## src/hw/rtl/rlm_pkg.sv

```systemverilog
// ----------------------------------------------------------------------------
// rlm_pkg: shared types and constants of the RMS level meter
// Field widths, fixed-point limits, decay constants and the item
// structs used by the top level and the RMS unit.
// ----------------------------------------------------------------------------
package rlm_pkg;

    // field widths
    localparam int CH_FIELD_W = 4;
    localparam int SAMPLE_W   = 24;
    localparam int LEVEL_W    = 24;
    localparam int BLEN_W     = 13;
    localparam int SQ_W       = 2 * SAMPLE_W;
    localparam int SUM_W      = 60;
    localparam int ROOT_W     = SUM_W / 2;

    // defaults
    localparam int CHANNELS_DEF = 16;
    localparam int MAX_BLOCK    = 4096;

    localparam logic [BLEN_W-1:0]  BLOCK_LEN_RESET = BLEN_W'(512);
    localparam logic [LEVEL_W-1:0] LEVEL_MAX       = LEVEL_W'(8388608);

    // decay by 19/20: x*19, then floor(x/4) times ceil(2^34/5), shift by 34
    localparam int                 DECAY_NUM_W = 5;
    localparam logic [DECAY_NUM_W-1:0] DECAY_NUM = DECAY_NUM_W'(19);
    localparam int                 DECAY_X_W   = LEVEL_W + DECAY_NUM_W;
    localparam int                 RECIP_W     = 32;
    localparam logic [RECIP_W-1:0] RECIP5      = 32'hCCCC_CCCD;
    localparam int                 RECIP_SHIFT = 34;
    localparam int                 DECAY_P_W   = DECAY_X_W - 2 + RECIP_W;

    // input item
    typedef struct packed {
        logic [CH_FIELD_W-1:0]      channel;
        logic signed [SAMPLE_W-1:0] pre_sample;
        logic signed [SAMPLE_W-1:0] post_sample;
        logic                       present;
        logic                       last_in_block;
    } t_in_item;

    // result item
    typedef struct packed {
        logic [CH_FIELD_W-1:0] out_channel;
        logic [LEVEL_W-1:0]    input_level;
        logic [LEVEL_W-1:0]    output_level;
    } t_out_item;

    // one channel's state entry
    typedef struct packed {
        logic [SUM_W-1:0]   pre_sum;
        logic [SUM_W-1:0]   post_sum;
        logic [LEVEL_W-1:0] held_in;
        logic [LEVEL_W-1:0] held_out;
    } t_entry;

    // request and response of the RMS unit
    typedef struct packed {
        logic              start;
        logic [SUM_W-1:0]  sum;
        logic [BLEN_W-1:0] divisor;
    } t_rms_req;

    typedef struct packed {
        logic               done;
        logic [LEVEL_W-1:0] level;
    } t_rms_rsp;

endpackage

```

## src/hw/rtl/rlm_rms_unit.sv

```systemverilog
// ----------------------------------------------------------------------------
// rlm_rms_unit: iterative mean and square root
// Computes min(floor(sqrt(floor(sum / n))), 1.0) with a one-bit-per-cycle
// restoring divider followed by a one-digit-per-cycle square root.
// ----------------------------------------------------------------------------
module rlm_rms_unit (
    input  logic              i_clk,
    input  logic              i_rst_n,
    input  rlm_pkg::t_rms_req i_req,
    output rlm_pkg::t_rms_rsp o_rsp
);
    import rlm_pkg::*;

    localparam int DIV_STEPS  = SUM_W;
    localparam int SQRT_STEPS = ROOT_W;
    localparam int CNT_W      = $clog2(DIV_STEPS);
    localparam int SREM_W     = ROOT_W + 2;

    localparam logic [1:0] U_IDLE = 2'd0;
    localparam logic [1:0] U_DIV  = 2'd1;
    localparam logic [1:0] U_SQRT = 2'd2;
    localparam logic [1:0] U_DONE = 2'd3;

    logic [1:0]        r_state, n_state;
    logic [CNT_W-1:0]  r_cnt;
    logic [SUM_W-1:0]  r_quo;      // dividend shifts out, quotient shifts in
    logic [BLEN_W-1:0] r_rem;
    logic [BLEN_W-1:0] r_div;
    logic [SUM_W-1:0]  r_rad;      // radicand, two bits consumed per step
    logic [ROOT_W-1:0] r_root;
    logic [SREM_W-1:0] r_srem;

    // divider step
    logic [BLEN_W:0]   div_tmp;
    logic              div_ge;
    logic [SUM_W-1:0]  quo_next;
    assign div_tmp  = {r_rem, r_quo[SUM_W-1]};
    assign div_ge   = div_tmp >= {1'b0, r_div};
    assign quo_next = {r_quo[SUM_W-2:0], div_ge};

    // square root step
    logic [SREM_W+1:0] sq_tmp;
    logic [SREM_W+1:0] sq_trial;
    logic              sq_ge;
    assign sq_tmp   = {r_srem, r_rad[SUM_W-1 -: 2]};
    assign sq_trial = {2'b00, r_root, 2'b01};
    assign sq_ge    = sq_tmp >= sq_trial;

    // next state
    always_comb begin
        n_state = r_state;
        case (r_state)
            U_IDLE: if (i_req.start) n_state = U_DIV;
            U_DIV:  if (r_cnt == CNT_W'(DIV_STEPS - 1)) n_state = U_SQRT;
            U_SQRT: if (r_cnt == CNT_W'(SQRT_STEPS - 1)) n_state = U_DONE;
            U_DONE: n_state = U_IDLE;
            default: n_state = U_IDLE;
        endcase
    end

    always_ff @(posedge i_clk) begin
        if (!i_rst_n) begin
            r_state <= U_IDLE;
        end else begin
            r_state <= n_state;
        end
    end

    // datapath
    always_ff @(posedge i_clk) begin
        case (r_state)
            U_IDLE: begin
                r_quo <= i_req.sum;
                r_div <= i_req.divisor;
                r_rem <= '0;
                r_cnt <= '0;
            end
            U_DIV: begin
                r_rem <= div_ge ? BLEN_W'(div_tmp - {1'b0, r_div}) : div_tmp[BLEN_W-1:0];
                if (r_cnt == CNT_W'(DIV_STEPS - 1)) begin
                    r_rad  <= quo_next;
                    r_root <= '0;
                    r_srem <= '0;
                    r_cnt  <= '0;
                end else begin
                    r_quo <= quo_next;
                    r_cnt <= r_cnt + 1'b1;
                end
            end
            U_SQRT: begin
                r_srem <= sq_ge ? SREM_W'(sq_tmp - sq_trial) : SREM_W'(sq_tmp);
                r_root <= {r_root[ROOT_W-2:0], sq_ge};
                r_rad  <= {r_rad[SUM_W-3:0], 2'b00};
                r_cnt  <= r_cnt + 1'b1;
            end
            default: begin
            end
        endcase
    end

    // result, saturated to 1.0
    assign o_rsp.done  = (r_state == U_DONE);
    assign o_rsp.level = (r_root > ROOT_W'(LEVEL_MAX)) ? LEVEL_MAX : r_root[LEVEL_W-1:0];

endmodule

```

## config.mk

```make
export PLATFORM = sky130hd
export DESIGN_NAME = rlm_rms_unit
export DESIGN_NICKNAME = d
export VERILOG_FILES = /design/src/hw/rtl/rlm_pkg.sv /design/src/hw/rtl/rlm_rms_unit.sv
export SDC_FILE = /design/constraint.sdc
export NUM_CORES = 1
export LEC_CHECK = 0
export ABC_AREA = 1
export BUFFER_PORTS_ARGS = -buffer_cell sky130_fd_sc_hd__buf_2
export CORE_MARGIN = 2
export CORE_UTILIZATION = 30
export CTS_CLUSTER_SIZE = 28
export DETAILED_ROUTE_END_ITERATION = 10
export PLACE_DENSITY = 0.55
export SLEW_MARGIN = 25
export SYNTH_ARGS = -nofsm -noshare
export SYNTH_HDL_FRONTEND = slang
export SYNTH_SLANG_ARGS = --single-unit
```

## constraint.sdc

```tcl
create_clock -name i_clk -period 7.2 [get_ports i_clk]
set_clock_uncertainty 0.15 [all_clocks]
set_input_delay 1.8 -clock i_clk [delete_from_list [all_inputs] [get_ports i_clk]]
set_output_delay 1.8 -clock i_clk [all_outputs]
set_load 0.05 [all_outputs]
```

==> impl_metrics.yaml, run 1 <==
sta:
  final_hold_viol_count: 0
  timing.final.crit_share_pct: 63.3
  finalSetupViolCount: 0
  period_needed_ns: 4.56
  rsz0062_at_grt: "false"
  final_max_slew_viol_count: 0
  worstMarginPinSlew_ns: 0.947
  fin_setup_tns_ns: 0
  worst_slack_ns: 2.64
  hold_slack_ns: 0.366
  slew-limit-headroom_pct: 36.8
  clock.fmax_ghz: 0.219
clocking:
  cts.clk_slew.worst_paths_ns: 0.06
  cts_buffer_depth: 3
  cts_tree: "yes"
  root_buffer: "clkbuf_16"
  cts-buffers-inserted: 27
  clock-sinks: 216
  cts_resized: 0
  holdBufCountCts: 0
  cts_setup_buffers: 0
  clk_latency_ns: 0.57
  h-tree-depth: 1
power:
  clkPwrFrac_pct: 17.3
  p_switching_w: 0.00344
  switching_share_pct: 44.5
  p_int_w: 0.00428
  vdd_drop_max_v: 0.000504
  power_per_cell_area_mw_per_mm2: 524
  seq_power_share_pct: 33.6
  p_leak_nw: 6.98
  p_comb_share_pct: 49.1
synth:
  ys_ff_latch: 216
  async_reset_ff_share_pct: 0
  syn_inst: 1576
  synth_ff_type: "edfxtp_1"
  syn_area_per_cell_sq_um: 8.11
  synth_area_sq_mm: 0.0128
  synth_edf_count: 214
  yosysWarnings: 0
  synth_seq_area_share_pct: 50.6
  ys_types: 41
  syn-num-nets: 1705
floorplan:
  dieArea_sq_mm: 0.0443
  core_area_sq_mm: 0.0420
  rows: 75
  initial_core_util_pct: 30.4
  die_h_microns: 210
  fp.dieW_microns: 210
  io_pins: 101
job:
  maxCapViolCount: 0
min_path:
  hold_path_class: "flop to flop"
routing:
  vias_per_cell: 4.51
  drtIter0Drc: 638
  dr_total_vias: 10047
  ant_nets: 0
  drt-pass1-iter-count: 4
  wl_per_cell_microns: 14.1
  wirelength_microns: 31500
  drc_errors: 0
global_routing:
  grt_pass1_vias: 9949
  grt_first_pass_wirelength_microns: 51100
  track_usage_pct: 14.3
  grt_start_max_net_pins: 111
  antenna_found_initial: 1
  grt_overflow: 0
critical_path:
  critPathRequiredTime_ns: 5.25
  arrival_ns: 2.61
  worstSetupEndpointType: "output pin"
  startpoint_type: "flop"
  critPathKind: "flop to output pin"
  worstPathMaxFanout: 16
placed_design:
  io_buffers: 100
  dp_slack_ns: 3.17
  place_area_sq_mm: 0.0139
  gp_congestion: 0.902
  dp_hpwl_microns: 22700
layout:
  syn_to_final_growth_pct: 15.2
  mostFrequentLayoutCell: "nand2_1"
  fin_nets: 1796
  mostFrequentLayoutCells: "486 x nand2_1, 286 x inv_1, 214 x edfxtp_1"
  drive_gt1_share_pct: 10.8
  fin_area_sq_mm: 0.0147
  final_util_pct: 35.0
status:
  outcome: "completed"
[power by group through the flow]
stage	Combinational [W]	Clock, W	Sequential (W)
2_1_floorplan	0.00285	0	0.00262
3_3_place_gp	0.00379	0	0.00260
3_5_place_dp	0.00383	0	0.00261
4_1_cts	0.00385	0.00138	0.00260
5_1_grt	0.00437	0.00142	0.00266
6_report	0.00379	0.00133	0.00259
[cells in the mapped netlist (2+ instances only)]
library cell | number | share of area, %
inv_1 | 287 | 8.4
ha_1 | 52 | 5.1
buf_2 | 6 | 0.23
nor3_1 | 6 | 0.23
buf_6 | 3 | 0.26
nor2_2 | 7 | 0.34
inv_2 | 2 | 0.059
nand3b_1 | 26 | 1.5
nand3_2 | 3 | 0.23
clkbuf_1 | 35 | 1.0
and2_1 | 5 | 0.24
nand4_1 | 15 | 0.73
xor2_1 | 21 | 1.4
xnor2_1 | 7 | 0.48
dfxtp_1 | 2 | 0.31
nor2_4 | 2 | 0.18
o21ai_0 | 134 | 5.2
nor4_1 | 2 | 0.098
nor2_1 | 155 | 4.6
nand2_2 | 8 | 0.39
a21oi_1 | 43 | 1.7
o21bai_1 | 3 | 0.18
edfxtp_1 | 214 | 50
nand2_1 | 486 | 14
nand3_1 | 36 | 1.4
[area by class of cell]
| class | instances | area (sq um) |
|---|---|---|
| repair buffers | 108 | 564 |
| flip-flops and latches | 216 | 6470 |
| clock buffers | 34 | 722 |
| inverters | 291 | 1100 |
| fillers | 4398 | 27300 |
| diodes | 1 | 2.50 |
| multi-input cells | 1023 | 5060 |
| clock inverters | 16 | 151 |
| well taps | 539 | 674 |
[registers in the layout (all words and copies together), names as in the netlist]
signal	cells
r_state	2
r_quo	60
r_div	13
r_root	30
r_srem	32
r_rad	60
r_rem	13
r_cnt	6
[metrics by stage]
step	std cells	power, W
2_1_floorplan	1576	0.00548
3_3_place_gp	2177	0.00639
3_5_place_dp	2177	0.00645
4_1_cts	2227	0.00783
5_1_grt	2227	0.00845
6_report	2228	0.00772
[cell families (layout without fill, tap and decap cells)]
| group | after synthesis | in the layout | synth area share [%] |
|---|---|---|---|
| xor+xnor | 28 | 28 | 1.92 |
| buf+inv | 337 | 449 | 10.2 |
| fa+ha+maj | 53 | 53 | 5.25 |
| simple gates | 754 | 754 | 24.5 |
| compound gates | 188 | 188 | 7.57 |
| other cells | 0 | 1 | 0 |
| flops | 216 | 216 | 50.6 |
[routing by layer]
metal,track usage [%],part of all wire (%),up-vias
li1,-,-,5186
met1,18.1,46,4661
met2,24.9,48,153
met3,2.79,4.2,47
met4,3.67,2.4,0
met5,0,0,-
[final timing paths]
kind / startpoint / endpoint / slack [ns] / cells after the start
max: r_root[2] / o_rsp[5] / 2.64 / 8
min: r_rad[57] / r_rad[59] / 0.37 / 2
min reg2reg: r_rad[57] / r_rad[59] / 0.37 / 2
max reg2reg: r_root[9] / r_srem[25] / 4.08 / 13
[critical path, stage by stage (launching register included)]
cell and delay (ns):
edfxtp_1 0.38, inv_1 0.11, nand4_1 0.21, nor4_1 0.35, buf_4 0.21, a21oi_2 0.12, buf_4 0.23, nor2_1 0.14
buf_2 0.28
Note: power is estimated with default switching activity, not from simulation.
==> run 2: changes to the inputs <==
==> constraint.sdc (replaced) <==
create_clock -name i_clk -period 3.9 [get_ports i_clk]
set_clock_uncertainty 0.15 [all_clocks]
set_input_delay 0.975 -clock i_clk [delete_from_list [all_inputs] [get_ports i_clk]]
set_output_delay 0.975 -clock i_clk [all_outputs]
set_load 0.05 [all_outputs]
==> run 2 against run 1 <==
Effect of this change: routed wire length increased by 0.15%; non-clock buffer count increased by 2; sequential cell count is the same; register-to-register slack got worse by 2.9 ns; global-route usage rose by 0.10 points; critical path depth did not move; clock power is 110% higher; worst hold slack gained 0.0062 ns; final cell count increased by 0.13%; sequential share of layout area shrank 0.62 points; core utilization grew 0.51 points; design area increased by 1.4%; critical path type unchanged; largest power group unchanged; highest routed layer is now met5.
==> impl_metrics.yaml, run 2 (synthesis results as in run 1) <==
routing:
  ant_nets: 0
  wl_per_cell_microns: 14.1
  drt-pass1-iter-count: 5
  drtIter0Drc: 622
  wirelength_microns: 31500
  vias_per_cell: 4.50
  drc_errors: 0
  dr_total_vias: 10029
min_path:
  holdPathStages: 2
  hold_path_class: "flop to flop"
  whs_endpoint: "r_rad[38]"
  min-delay-start: "r_rad[36]"
critical_path:
  arrival_ns: 2.48
  reg2regPathDepth: 11
  rr_endpoint: "r_srem[25]"
  r2r-start: "r_root[22]"
  reg2reg_slack_ns: 1.15
  critPathRequiredTime_ns: 2.77
  startpoint_type: "flop"
  worstPathMaxFanout: 7
  worstSetupEndpointType: "output pin"
  critPathKind: "flop to output pin"
job:
  maxCapViolCount: 0
layout:
  fin_nets: 1798
  mostFrequentLayoutCells: "486 x nand2_1, 286 x inv_1, 214 x edfxtp_1"
  syn_to_final_growth_pct: 16.9
  fin_area_sq_mm: 0.0149
  drive_gt1_share_pct: 11.1
  reg.largest.list: "r_quo (60), r_rad (60), r_srem (32)"
  final_util_pct: 35.6
  mostFrequentLayoutCell: "nand2_1"
placed_design:
  dp_hpwl_microns: 22300
  dp_slack_ns: 0.757
  io_buffers: 100
  place_area_sq_mm: 0.0139
  gp_congestion: 0.868
sta:
  final_hold_viol_count: 0
  rsz0062_at_grt: "false"
  worstMarginPinSlew_ns: 0.770
  timing.final.crit_share_pct: 92.5
  period_needed_ns: 3.61
  worst_slack_ns: 0.294
  slew-limit-headroom_pct: 48.7
  clock.fmax_ghz: 0.277
  finalSetupViolCount: 0
  final_max_slew_viol_count: 0
  fin_setup_tns_ns: 0
floorplan:
  dieArea_sq_mm: 0.0443
  io_pins: 101
  die_h_microns: 210
  initial_core_util_pct: 30.4
  rows: 75
  fp.dieW_microns: 210
  core_area_sq_mm: 0.0420
power:
  p_leak_nw: 7.06
  switching_share_pct: 43.4
  power_per_cell_area_mw_per_mm2: 981
  p_int_w: 0.00830
  p_comb_share_pct: 48.3
  vdd_drop_max_v: 0.000654
  clkPwrFrac_pct: 19.1
  seq_power_share_pct: 32.6
  p_switching_w: 0.00636
clocking:
  cts_tree: "yes"
  cts_resized: 0
  holdBufCountCts: 0
  clk_latency_ns: 0.55
  cts-buffers-inserted: 27
  h-tree-depth: 1
  root_buffer: "clkbuf_16"
  cts.clk_slew.worst_paths_ns: 0.06
  clock-sinks: 216
  cts_setup_buffers: 0
  cts_buffer_depth: 3
status:
  outcome: "completed"
global_routing:
  track_usage_pct: 14.4
  grt_start_max_net_pins: 180
  grt_first_pass_wirelength_microns: 51300
  grt_pass1_vias: 9945
  grt_overflow: 0
  antenna_found_initial: 4
run 2: cell count changes in the layout (fill, tap and decap cells not counted), sizes merged:
cell | previous run | this run
diode | 1 | 2
clkinvlp | 1 | 3
inv | 291 | 290
bufinv | 2 | 7
clkinv | 13 | 7
buf | 108 | 110
run 2: power groups by stage:
stage                     Sequential [W]  Combinational, W  Clock [W]
after floorplan                  0.00474           0.00528          0
after global placement           0.00480           0.00709          0
after detailed placement         0.00482           0.00715          0
after CTS                        0.00479           0.00718    0.00290
after global routing             0.00490           0.00815    0.00299
final                            0.00478           0.00708    0.00281
run 2: worst max-delay path, cell delays in order (launching register included):
cell and delay [ns]:
edfxtp_1 0.38, inv_1 0.14, nand4_1 0.24, nor4_2 0.34, buf_4 0.19, a21oi_2 0.07, buf_4 0.19, nor2_1 0.10
buf_2 0.27
run 2: area by class of cell:
class | count | area (sq um)
diodes | 2 | 5.00
clock buffers | 34 | 732
clock inverters | 16 | 272
fillers | 4426 | 27100
inverters | 291 | 1100
multi-input cells | 1023 | 5060
flip-flops and latches | 216 | 6470
well taps | 539 | 674
repair buffers | 110 | 638
run 2: worst max path at each step:
| stage | start | end | slack [ns] | cells past startpoint |
|---|---|---|---|---|
| after global routing | r_root[15] | o_rsp[17] | 0.02 | 8 |
| after global placement | r_root[15] | o_rsp[2] | 0.80 | 8 |
| after CTS | r_root[15] | o_rsp[0] | 0.14 | 8 |
| final | r_root[15] | o_rsp[18] | 0.29 | 8 |
| after detailed placement | r_root[15] | o_rsp[0] | 0.76 | 8 |
| after floorplan | r_state[1] | r_rad[0] | 0.009 | 7 |
run 2: through the flow:
step / instances / total power [W] / hold slack (ns)
floorplan: 1576 / 0.0100 / 0.344
global placement: 2179 / 0.0119 / 0.356
detailed placement: 2179 / 0.0120 / 0.362
CTS: 2229 / 0.0149 / 0.377
global route: 2229 / 0.0160 / 0.400
finish: 2231 / 0.0147 / 0.372
run 2: metal layers:
layer	global-route usage, %	share of wire, %	vias to the layer above
met5	0	0.15	-
met4	3.52	1.9	6
met3	2.71	4.6	41
met2	24.7	47	165
met1	18.7	47	4633
li1	-	-	5184
